==> src/sv/cdt_pkg.sv <==
// Shared types and constants for the cube direction to texel block.
// No dependencies; every other file in this folder imports it.
package cdt_pkg;

  localparam int FieldBits        = 16;
  localparam int DefFaceSize      = 16;
  localparam int DefComponentBits = 16;

  localparam logic [2:0] FacePosX = 3'd0;
  localparam logic [2:0] FaceNegX = 3'd1;
  localparam logic [2:0] FacePosY = 3'd2;
  localparam logic [2:0] FaceNegY = 3'd3;
  localparam logic [2:0] FacePosZ = 3'd4;
  localparam logic [2:0] FaceNegZ = 3'd5;

  typedef struct packed {
    logic signed [FieldBits-1:0] dir_x;
    logic signed [FieldBits-1:0] dir_y;
    logic signed [FieldBits-1:0] dir_z;
  } dir_t;

  typedef struct packed {
    logic [10:0] texel_index;
    logic [2:0]  face_number;
    logic [3:0]  column;
    logic [3:0]  row;
    logic        degenerate;
  } texel_t;

  // travels with each item through the pipeline
  typedef struct packed {
    logic [2:0] face;
    logic       degen;
  } tag_t;

endpackage

==> src/sv/cdt_select.sv <==
// Major axis selection: picks the face and the signed in-face numerators.
// Depends on cdt_pkg.
module cdt_select #(
  parameter int ComponentBits = cdt_pkg::DefComponentBits
) (
  input  logic                       clk_i,
  input  logic                       rst_ni,
  input  logic                       valid_i,
  output logic                       ready_o,
  input  cdt_pkg::dir_t              dir_i,
  output logic                       valid_o,
  input  logic                       ready_i,
  output cdt_pkg::tag_t              tag_o,
  output logic signed [ComponentBits:0] nu_o,
  output logic signed [ComponentBits:0] nv_o,
  output logic [ComponentBits-1:0]   mag_o
);
  import cdt_pkg::*;

  localparam int CB = ComponentBits;
  localparam int EW = (CB > FieldBits) ? CB : FieldBits;

  function automatic logic signed [CB:0] read_comp(input logic [FieldBits-1:0] raw);
    logic [EW-1:0] ext;
    logic [CB-1:0] bits;
    ext  = EW'(raw);
    bits = ext[CB-1:0];
    return {bits[CB-1], bits};
  endfunction

  function automatic logic [CB:0] mag(input logic signed [CB:0] v);
    return v[CB] ? (CB+1)'(-v) : (CB+1)'(v);
  endfunction

  logic signed [CB:0] xs, ys, zs;
  logic [CB:0]        ax, ay, az;
  logic               x_pos, y_pos, z_pos;

  tag_t               tag_d, tag_q;
  logic signed [CB:0] nu_d, nu_q, nv_d, nv_q;
  logic [CB-1:0]      mag_d, mag_q;
  logic               valid_q;

  always_comb begin
    xs    = read_comp(dir_i.dir_x);
    ys    = read_comp(dir_i.dir_y);
    zs    = read_comp(dir_i.dir_z);
    ax    = mag(xs);
    ay    = mag(ys);
    az    = mag(zs);
    x_pos = !xs[CB] && (xs != '0);
    y_pos = !ys[CB] && (ys != '0);
    z_pos = !zs[CB] && (zs != '0);

    tag_d.degen = (ax == '0) && (ay == '0) && (az == '0);
    // ties go to X, then Y
    if (ax >= ay && ax >= az) begin
      tag_d.face = x_pos ? FacePosX : FaceNegX;
      nu_d       = x_pos ? -zs : zs;
      nv_d       = -ys;
      mag_d      = ax[CB-1:0];
    end else if (ay >= az) begin
      tag_d.face = y_pos ? FacePosY : FaceNegY;
      nu_d       = xs;
      nv_d       = y_pos ? zs : -zs;
      mag_d      = ay[CB-1:0];
    end else begin
      tag_d.face = z_pos ? FacePosZ : FaceNegZ;
      nu_d       = z_pos ? xs : -xs;
      nv_d       = -ys;
      mag_d      = az[CB-1:0];
    end
  end

  assign ready_o = !valid_q || ready_i;

  always_ff @(posedge clk_i or negedge rst_ni) begin
    if (!rst_ni) begin
      valid_q <= 1'b0;
    end else if (ready_o) begin
      valid_q <= valid_i;
    end
  end

  always_ff @(posedge clk_i) begin
    if (valid_i && ready_o) begin
      tag_q <= tag_d;
      nu_q  <= nu_d;
      nv_q  <= nv_d;
      mag_q <= mag_d;
    end
  end

  assign valid_o = valid_q;
  assign tag_o   = tag_q;
  assign nu_o    = nu_q;
  assign nv_o    = nv_q;
  assign mag_o   = mag_q;

  a_degen_zero_mag: assert property (@(posedge clk_i) disable iff (!rst_ni)
    valid_q && tag_q.degen |-> (mag_q == '0) && (tag_q.face == FaceNegX))
    else $error("degenerate item with nonzero major magnitude");

  a_live_nonzero_mag: assert property (@(posedge clk_i) disable iff (!rst_ni)
    valid_q && !tag_q.degen |-> (mag_q != '0))
    else $error("non-degenerate item with zero major magnitude");

endmodule

==> src/sv/cdt_scale.sv <==
// Forms the division operands: numerator (n + a) * FaceSize, divisor 2a.
// Depends on cdt_pkg.
module cdt_scale #(
  parameter int ComponentBits = cdt_pkg::DefComponentBits,
  parameter int FaceSize      = cdt_pkg::DefFaceSize,
  localparam int QB = $clog2(FaceSize + 1),
  localparam int NW = ComponentBits + 1 + QB
) (
  input  logic                          clk_i,
  input  logic                          rst_ni,
  input  logic                          valid_i,
  output logic                          ready_o,
  input  cdt_pkg::tag_t                 tag_i,
  input  logic signed [ComponentBits:0] nu_i,
  input  logic signed [ComponentBits:0] nv_i,
  input  logic [ComponentBits-1:0]      mag_i,
  output logic                          valid_o,
  input  logic                          ready_i,
  output cdt_pkg::tag_t                 tag_o,
  output logic [NW-1:0]                 num_u_o,
  output logic [NW-1:0]                 num_v_o,
  output logic [ComponentBits:0]        den_o
);
  import cdt_pkg::*;

  localparam int CB = ComponentBits;

  logic signed [CB+1:0] sum_u, sum_v;
  logic [NW-1:0]        num_u_d, num_v_d, num_u_q, num_v_q;
  logic [CB:0]          den_q;
  tag_t                 tag_q;
  logic                 valid_q;

  // n + a lies in [0, 2a], so the low CB+1 bits hold it unsigned
  always_comb begin
    sum_u   = {nu_i[CB], nu_i} + $signed({2'b00, mag_i});
    sum_v   = {nv_i[CB], nv_i} + $signed({2'b00, mag_i});
    num_u_d = NW'(sum_u[CB:0]) * NW'(FaceSize);
    num_v_d = NW'(sum_v[CB:0]) * NW'(FaceSize);
  end

  assign ready_o = !valid_q || ready_i;

  always_ff @(posedge clk_i or negedge rst_ni) begin
    if (!rst_ni) begin
      valid_q <= 1'b0;
    end else if (ready_o) begin
      valid_q <= valid_i;
    end
  end

  always_ff @(posedge clk_i) begin
    if (valid_i && ready_o) begin
      tag_q   <= tag_i;
      num_u_q <= num_u_d;
      num_v_q <= num_v_d;
      den_q   <= {mag_i, 1'b0};
    end
  end

  assign valid_o = valid_q;
  assign tag_o   = tag_q;
  assign num_u_o = num_u_q;
  assign num_v_o = num_v_q;
  assign den_o   = den_q;

endmodule

==> src/sv/cdt_div_cell.sv <==
// One restoring-division cell: retires quotient bit Bit for both coordinates.
// Depends on cdt_pkg.
module cdt_div_cell #(
  parameter int ComponentBits = cdt_pkg::DefComponentBits,
  parameter int FaceSize      = cdt_pkg::DefFaceSize,
  parameter int Bit           = 0,
  localparam int QB = $clog2(FaceSize + 1),
  localparam int NW = ComponentBits + 1 + QB
) (
  input  logic                   clk_i,
  input  logic                   rst_ni,
  input  logic                   valid_i,
  output logic                   ready_o,
  input  cdt_pkg::tag_t          tag_i,
  input  logic [NW-1:0]          num_u_i,
  input  logic [NW-1:0]          num_v_i,
  input  logic [ComponentBits:0] den_i,
  input  logic [QB-1:0]          quo_u_i,
  input  logic [QB-1:0]          quo_v_i,
  output logic                   valid_o,
  input  logic                   ready_i,
  output cdt_pkg::tag_t          tag_o,
  output logic [NW-1:0]          num_u_o,
  output logic [NW-1:0]          num_v_o,
  output logic [ComponentBits:0] den_o,
  output logic [QB-1:0]          quo_u_o,
  output logic [QB-1:0]          quo_v_o
);
  import cdt_pkg::*;

  logic [NW-1:0] den_sh;
  logic          ge_u, ge_v;
  logic [NW-1:0] num_u_d, num_v_d, num_u_q, num_v_q;
  logic [QB-1:0] quo_u_d, quo_v_d, quo_u_q, quo_v_q;
  logic [ComponentBits:0] den_q;
  tag_t          tag_q;
  logic          valid_q;

  always_comb begin
    den_sh  = NW'(den_i) << Bit;
    ge_u    = num_u_i >= den_sh;
    ge_v    = num_v_i >= den_sh;
    num_u_d = ge_u ? num_u_i - den_sh : num_u_i;
    num_v_d = ge_v ? num_v_i - den_sh : num_v_i;
    quo_u_d = quo_u_i;
    quo_v_d = quo_v_i;
    quo_u_d[Bit] = ge_u;
    quo_v_d[Bit] = ge_v;
  end

  assign ready_o = !valid_q || ready_i;

  always_ff @(posedge clk_i or negedge rst_ni) begin
    if (!rst_ni) begin
      valid_q <= 1'b0;
    end else if (ready_o) begin
      valid_q <= valid_i;
    end
  end

  always_ff @(posedge clk_i) begin
    if (valid_i && ready_o) begin
      tag_q   <= tag_i;
      num_u_q <= num_u_d;
      num_v_q <= num_v_d;
      den_q   <= den_i;
      quo_u_q <= quo_u_d;
      quo_v_q <= quo_v_d;
    end
  end

  assign valid_o = valid_q;
  assign tag_o   = tag_q;
  assign num_u_o = num_u_q;
  assign num_v_o = num_v_q;
  assign den_o   = den_q;
  assign quo_u_o = quo_u_q;
  assign quo_v_o = quo_v_q;

  // partial remainder must stay below the shifted divisor
  a_rem_u_bound: assert property (@(posedge clk_i) disable iff (!rst_ni)
    valid_q && !tag_q.degen |-> num_u_q < (NW'(den_q) << Bit))
    else $error("u remainder out of range after division cell");

  a_rem_v_bound: assert property (@(posedge clk_i) disable iff (!rst_ni)
    valid_q && !tag_q.degen |-> num_v_q < (NW'(den_q) << Bit))
    else $error("v remainder out of range after division cell");

endmodule

==> src/sv/cdt_addr.sv <==
// Clamps the quotients to the face and builds the texel index; output register.
// Depends on cdt_pkg.
module cdt_addr #(
  parameter int FaceSize = cdt_pkg::DefFaceSize,
  localparam int QB = $clog2(FaceSize + 1)
) (
  input  logic             clk_i,
  input  logic             rst_ni,
  input  logic             valid_i,
  output logic             ready_o,
  input  cdt_pkg::tag_t    tag_i,
  input  logic [QB-1:0]    quo_u_i,
  input  logic [QB-1:0]    quo_v_i,
  output logic             valid_o,
  input  logic             ready_i,
  output cdt_pkg::texel_t  texel_o
);
  import cdt_pkg::*;

  localparam int MaxCoord  = FaceSize - 1;
  localparam int HalfCoord = (FaceSize / 2 < MaxCoord) ? FaceSize / 2 : MaxCoord;

  logic [QB-1:0] t_u, t_v;
  logic [31:0]   idx_full;
  texel_t        texel_d, texel_q;
  logic          valid_q;

  always_comb begin
    // zero vector: both ratios count as zero, i.e. mid-face
    if (tag_i.degen) begin
      t_u = QB'(HalfCoord);
      t_v = QB'(HalfCoord);
    end else begin
      t_u = (quo_u_i > QB'(MaxCoord)) ? QB'(MaxCoord) : quo_u_i;
      t_v = (quo_v_i > QB'(MaxCoord)) ? QB'(MaxCoord) : quo_v_i;
    end
    idx_full = 32'(tag_i.face) * 32'(FaceSize * FaceSize)
             + 32'(t_v) * 32'(FaceSize) + 32'(t_u);
    texel_d.texel_index = idx_full[10:0];
    texel_d.face_number = tag_i.face;
    texel_d.column      = 4'(t_u);
    texel_d.row         = 4'(t_v);
    texel_d.degenerate  = tag_i.degen;
  end

  assign ready_o = !valid_q || ready_i;

  always_ff @(posedge clk_i or negedge rst_ni) begin
    if (!rst_ni) begin
      valid_q <= 1'b0;
    end else if (ready_o) begin
      valid_q <= valid_i;
    end
  end

  always_ff @(posedge clk_i) begin
    if (valid_i && ready_o) begin
      texel_q <= texel_d;
    end
  end

  assign valid_o = valid_q;
  assign texel_o = texel_q;

  a_degen_mid_face: assert property (@(posedge clk_i) disable iff (!rst_ni)
    valid_q && texel_q.degenerate |->
      (texel_q.face_number == FaceNegX) && (texel_q.column == texel_q.row))
    else $error("degenerate result not on -X mid-face");

  a_face_range: assert property (@(posedge clk_i) disable iff (!rst_ni)
    valid_q |-> texel_q.face_number <= FaceNegZ)
    else $error("face number out of range");

endmodule

==> src/sv/cube_direction_to_texel_top.sv <==
// Cube map texel lookup: major-axis select, operand scaling, a chain of
// $clog2(FaceSize+1) restoring-division cells (one quotient bit each) and an
// output register. Throughput one transfer per cycle unless the output stalls;
// every stage has its own valid and ready, so bubbles collapse and a held result
// stalls the input only once all stages hold data. Reset clears the stage valid
// flags only. Depends on cdt_pkg and submodules.
module cube_direction_to_texel_top #(
  parameter int FaceSize      = cdt_pkg::DefFaceSize,
  parameter int ComponentBits = cdt_pkg::DefComponentBits
) (
  input  logic            clk_i,
  input  logic            rst_ni,
  input  logic            in_valid_i,
  output logic            in_ready_o,
  input  cdt_pkg::dir_t   in_data_i,
  output logic            out_valid_o,
  input  logic            out_ready_i,
  output cdt_pkg::texel_t out_data_o
);
  import cdt_pkg::*;

  localparam int CB = ComponentBits;
  localparam int QB = $clog2(FaceSize + 1);
  localparam int NW = CB + 1 + QB;

  logic               sel_valid, sel_ready;
  tag_t               sel_tag;
  logic signed [CB:0] sel_nu, sel_nv;
  logic [CB-1:0]      sel_mag;

  logic          valid_s [0:QB];
  logic          ready_s [0:QB];
  tag_t          tag_s   [0:QB];
  logic [NW-1:0] num_u_s [0:QB];
  logic [NW-1:0] num_v_s [0:QB];
  logic [CB:0]   den_s   [0:QB];
  logic [QB-1:0] quo_u_s [0:QB];
  logic [QB-1:0] quo_v_s [0:QB];

  cdt_select #(
    .ComponentBits(CB)
  ) u_select (
    .clk_i   (clk_i),
    .rst_ni  (rst_ni),
    .valid_i (in_valid_i),
    .ready_o (in_ready_o),
    .dir_i   (in_data_i),
    .valid_o (sel_valid),
    .ready_i (sel_ready),
    .tag_o   (sel_tag),
    .nu_o    (sel_nu),
    .nv_o    (sel_nv),
    .mag_o   (sel_mag)
  );

  cdt_scale #(
    .ComponentBits(CB),
    .FaceSize     (FaceSize)
  ) u_scale (
    .clk_i   (clk_i),
    .rst_ni  (rst_ni),
    .valid_i (sel_valid),
    .ready_o (sel_ready),
    .tag_i   (sel_tag),
    .nu_i    (sel_nu),
    .nv_i    (sel_nv),
    .mag_i   (sel_mag),
    .valid_o (valid_s[0]),
    .ready_i (ready_s[0]),
    .tag_o   (tag_s[0]),
    .num_u_o (num_u_s[0]),
    .num_v_o (num_v_s[0]),
    .den_o   (den_s[0])
  );

  assign quo_u_s[0] = '0;
  assign quo_v_s[0] = '0;

  // most significant quotient bit first
  for (genvar i = 0; i < QB; i++) begin : g_div
    cdt_div_cell #(
      .ComponentBits(CB),
      .FaceSize     (FaceSize),
      .Bit          (QB - 1 - i)
    ) u_cell (
      .clk_i   (clk_i),
      .rst_ni  (rst_ni),
      .valid_i (valid_s[i]),
      .ready_o (ready_s[i]),
      .tag_i   (tag_s[i]),
      .num_u_i (num_u_s[i]),
      .num_v_i (num_v_s[i]),
      .den_i   (den_s[i]),
      .quo_u_i (quo_u_s[i]),
      .quo_v_i (quo_v_s[i]),
      .valid_o (valid_s[i+1]),
      .ready_i (ready_s[i+1]),
      .tag_o   (tag_s[i+1]),
      .num_u_o (num_u_s[i+1]),
      .num_v_o (num_v_s[i+1]),
      .den_o   (den_s[i+1]),
      .quo_u_o (quo_u_s[i+1]),
      .quo_v_o (quo_v_s[i+1])
    );
  end

  cdt_addr #(
    .FaceSize(FaceSize)
  ) u_addr (
    .clk_i   (clk_i),
    .rst_ni  (rst_ni),
    .valid_i (valid_s[QB]),
    .ready_o (ready_s[QB]),
    .tag_i   (tag_s[QB]),
    .quo_u_i (quo_u_s[QB]),
    .quo_v_i (quo_v_s[QB]),
    .valid_o (out_valid_o),
    .ready_i (out_ready_i),
    .texel_o (out_data_o)
  );

endmodule
==> config.mk <==
export PLATFORM = sky130hd
export DESIGN_NAME = cube_direction_to_texel_top
export DESIGN_NICKNAME = d
export VERILOG_FILES = /design/src/sv/cdt_pkg.sv /design/src/sv/cdt_select.sv /design/src/sv/cdt_scale.sv /design/src/sv/cdt_div_cell.sv /design/src/sv/cdt_addr.sv /design/src/sv/cube_direction_to_texel_top.sv
export SDC_FILE = /design/constraint.sdc
export NUM_CORES = 1
export LEC_CHECK = 0
export BUFFER_PORTS_ARGS = -buffer_cell sky130_fd_sc_hd__buf_2
export CAP_MARGIN = 0
export CORE_MARGIN = 1
export CORE_UTILIZATION = 30
export CTS_CLUSTER_DIAMETER = 120
export CTS_CLUSTER_SIZE = 10
export DETAILED_ROUTE_END_ITERATION = 8
export PLACE_DENSITY = 0.47
export SYNTH_ARGS = -nofsm -noshare
export SYNTH_HDL_FRONTEND = slang
export SYNTH_SLANG_ARGS = --single-unit
==> constraint.sdc <==
create_clock -name clk_i -period 5.13 [get_ports clk_i]
set_input_delay 1.026 -clock clk_i [delete_from_list [all_inputs] [get_ports clk_i]]
set_output_delay 1.026 -clock clk_i [all_outputs]
set_load 0.02 [all_outputs]
==> impl_metrics.env <==
export IMPL_status="finished clean"
export IMPL_finalClockSkew_ns=0.0400
export IMPL_cts_hold_buffers_added=0
export IMPL_hold_class="in -> async"
export IMPL_cts_root_buf="clkbuf_16"
export IMPL_rr_endpoint="g_div[1].u_cell.num_v_o[10]"
export IMPL_dieArea_sq_um=88300
export IMPL_fin_area_sq_um=30600
export IMPL_cts_buffers=45
export IMPL_r2r_slack_ns=1.20
export IMPL_reg2reg_from="g_div[0].u_cell.den_o[1]"
export IMPL_dp_worst_setup_slack_ns=-0.420
export IMPL_yosysWarnings=0
export IMPL_arrival_ns=5.26
export IMPL_reg2regPathDepth=11
export IMPL_drt_iter0_drc=802
export IMPL_cts_setup_buffers=0
export IMPL_mostFrequentLayoutCell="edfxtp_1"
export IMPL_grt_setup_unrepaired="no"
export IMPL_drc=0
export IMPL_die_width_microns=297
export IMPL_core_sq_um=85700
export IMPL_power_density_nw_per_um2=571
export IMPL_utilization=0.357
export IMPL_tightest_slew_ns=1.28
export IMPL_period_share=0.961
export IMPL_start_kind="input pin"
export IMPL_slew_headroom=0.124
export IMPL_drive_gt1_frac=0.153
export IMPL_clock_latency_ns=0.60
export IMPL_fillers=8590
export IMPL_worstSetupPathType="in -> reg"
export IMPL_htreeDepth=2
export IMPL_drt_pass1_iterations=4
export IMPL_yosysUniqueCellTypes=81
export IMPL_viasPerCell=4.83
export IMPL_cts_resized=0
export IMPL_setup_ws_ns=0.200
export IMPL_fmax_mhz=203
export IMPL_diodes=0
export IMPL_hpwlAfterDp_microns=58400
export IMPL_drv_cap=0
export IMPL_finalHoldViolations=0
export IMPL_grt_pass1_wl_microns=111000
export IMPL_antenna_found_initial=0
export IMPL_path_clk_slew_ns=0.05
export IMPL_numPortBuffers=76
export IMPL_final_cell_mix="edfxtp_1, ha_1, inv_1, nor2_1, buf_4"
export IMPL_ir_drop_mv=0.277
export IMPL_worstPathRequired_ns=5.46
export IMPL_fin_crit_ns=4.93
export IMPL_track_usage=0.161
export IMPL_ys_seq_area_frac=0.457
export IMPL_num_vias=18932
export IMPL_antenna_left=0
export IMPL_grt_max_degree=69
export IMPL_netlist_area_sq_um=26100
export IMPL_syn_inst=2500
export IMPL_dieHeight_microns=297
export IMPL_globalplace_congestion=0.894
export IMPL_grt_pass1_vias=19889
export IMPL_place_area_sq_um=29300
export IMPL_power_total_mw=17.5
export IMPL_routed_wl_microns=71200
export IMPL_initial_core_util=0.305
export IMPL_wl_per_cell_microns=18.2
export IMPL_end_kind="register"
export IMPL_synthArstFlopShare=0.0201
export IMPL_grt_overflow=0
export IMPL_clock_sinks=399
export IMPL_cts_tree="yes"
export IMPL_synth_ff_type="edfxtp_1"
export IMPL_area_growth_pct=16.9
export IMPL_avgSynthCellArea_sq_um=10.5
export IMPL_p_leak_nw=12.4
export IMPL_io_pins=77
export IMPL_cp_max_fo=9
export IMPL_synth_seq_cells=399
export IMPL_multi_input_area_sq_um=13200
export IMPL_final_nets=3060
export IMPL_synth_edf_count=391
export IMPL_regArea_sq_um=11900
export IMPL_clock_path_buffers=3
export IMPL_finalSetupViolCount=0
export IMPL_row_count=107
export IMPL_maxSlewViolCount=0
[where the power goes]
part | internal [mW] | switching, mW
combinational | 3.58 | 4.84
clock | 1.62 | 1.29
sequential | 5.45 | 0.675
total | 10.6 | 6.81
[stage by stage]
stage | TNS, ns | std cells | hold slack, ns
detailed placement | -15.16 | 3850 | 0.405
finish | 0 | 3918 | 0.266
global placement | -10.98 | 3850 | 0.401
floorplan | 0 | 2501 | 0.400
global route | 0 | 3918 | 0.254
CTS | 0 | 3918 | 0.230
[critical path: stages]
cell and delay [ns]:
buf_2 0.10, inv_1 0.10, ha_2 0.19, or3b_1 0.50
or3_4 0.39, nand2_2 0.09, xor2_2 0.16, ha_1 0.27
a21oi_1 0.15, o21ai_0 0.11, o21a_1 0.19, a2111oi_2 0.21
o21bai_1 0.12, maj3_2 0.30, nor2b_2 0.17, o41ai_4 0.39
a21boi_2 0.27, buf_12 0.19, mux2_4 0.31
[Yosys cell counts (9+ instances only)]
master	n	area share
o31ai_1	22	0.0063
a21boi_0	23	0.0066
o21ai_0	137	0.026
nor4_1	19	0.0045
a211oi_1	14	0.0040
nand2_1	177	0.025
a31oi_1	18	0.0043
mux2_2	25	0.011
mux2i_1	31	0.012
nor2_1	203	0.029
and2_1	15	0.0036
o221a_2	9	0.0039
clkbuf_1	46	0.0066
fa_1	10	0.0077
nand3_1	57	0.011
nand2b_1	47	0.011
nor2b_1	44	0.011
o21a_1	33	0.0095
edfxtp_1	391	0.45
nor3_1	33	0.0063
ha_1	245	0.12
a21oi_1	178	0.034
nand4_1	21	0.0050
xnor2_1	147	0.049
a211oi_2	10	0.0048
and3_1	10	0.0024
inv_1	204	0.029
xor2_1	72	0.024
or3_1	37	0.0089
or2_2	19	0.0045
a21o_1	37	0.011
o21bai_1	16	0.0046
[worst max-delay path by stage]
stage                  start  slack [ns]  depth (start not counted)                   endpoint
4_1_cts         in_data_i[0]        0.18                         20         u_select.mag_o[11]
3_3_place_gp   in_data_i[16]       -0.34                         18          u_select.mag_o[1]
5_1_grt         in_data_i[0]        0.03                         19           u_select.nu_o[0]
6_report        in_data_i[0]        0.20                         19           u_select.nv_o[1]
2_1_floorplan    out_ready_i        0.05                          2  g_div[3].u_cell.den_o[10]
3_5_place_dp   in_data_i[16]       -0.42                         18          u_select.mag_o[1]
[registers in the layout (all words and copies together) (netlist names), 4 cells and up]
signal	cells
g_div.u_cell.num_u_o	75
g_div.u_cell.num_v_o	75
g_div.u_cell.den_o	64
g_div.u_cell.tag_o	20
u_addr.texel_o	19
u_scale.num_u_o	17
u_scale.num_v_o	17
u_select.nu_o	17
u_select.nv_o	17
u_scale.den_o	16
u_select.mag_o	16
g_div.u_cell.quo_u_o	15
g_div.u_cell.quo_v_o	15
g_div.u_cell.valid_o	5
u_scale.tag_o	4
u_select.tag_o	4
[routing by layer]
| metal | track usage | share of wire | vias to the layer above |
|---|---|---|---|
| met5 | 0 | 0 | - |
| met4 | 0.0635 | 0.038 | 0 |
| met3 | 0.0175 | 0.022 | 125 |
| met2 | 0.303 | 0.52 | 291 |
| met1 | 0.183 | 0.42 | 8957 |
| li1 | - | - | 9559 |
[final cells by class]
cell class,instances,share of cell area
Inverter,206,0.0253
Multi-Input combinational cell,1828,0.432
Clock inverter,3,0.00262
Tap cell,1144,0.0469
Sequential cell,399,0.391
Timing Repair Buffer,273,0.0629
Clock buffer,65,0.0393
[cell families (layout without fill, tap and decap cells)]
family / count (synthesis) / count (layout) / share of synthesized area
fa+ha+maj: 259 / 259 / 0.127
compound gates: 567 / 567 / 0.140
xor+xnor: 221 / 221 / 0.0747
buf+inv: 274 / 547 / 0.0425
mux: 61 / 61 / 0.0248
flops: 399 / 399 / 0.457
simple gates: 718 / 718 / 0.134
other cells: 1 / 2 / 0.000144
Note: power is estimated with default switching activity, not from simulation.
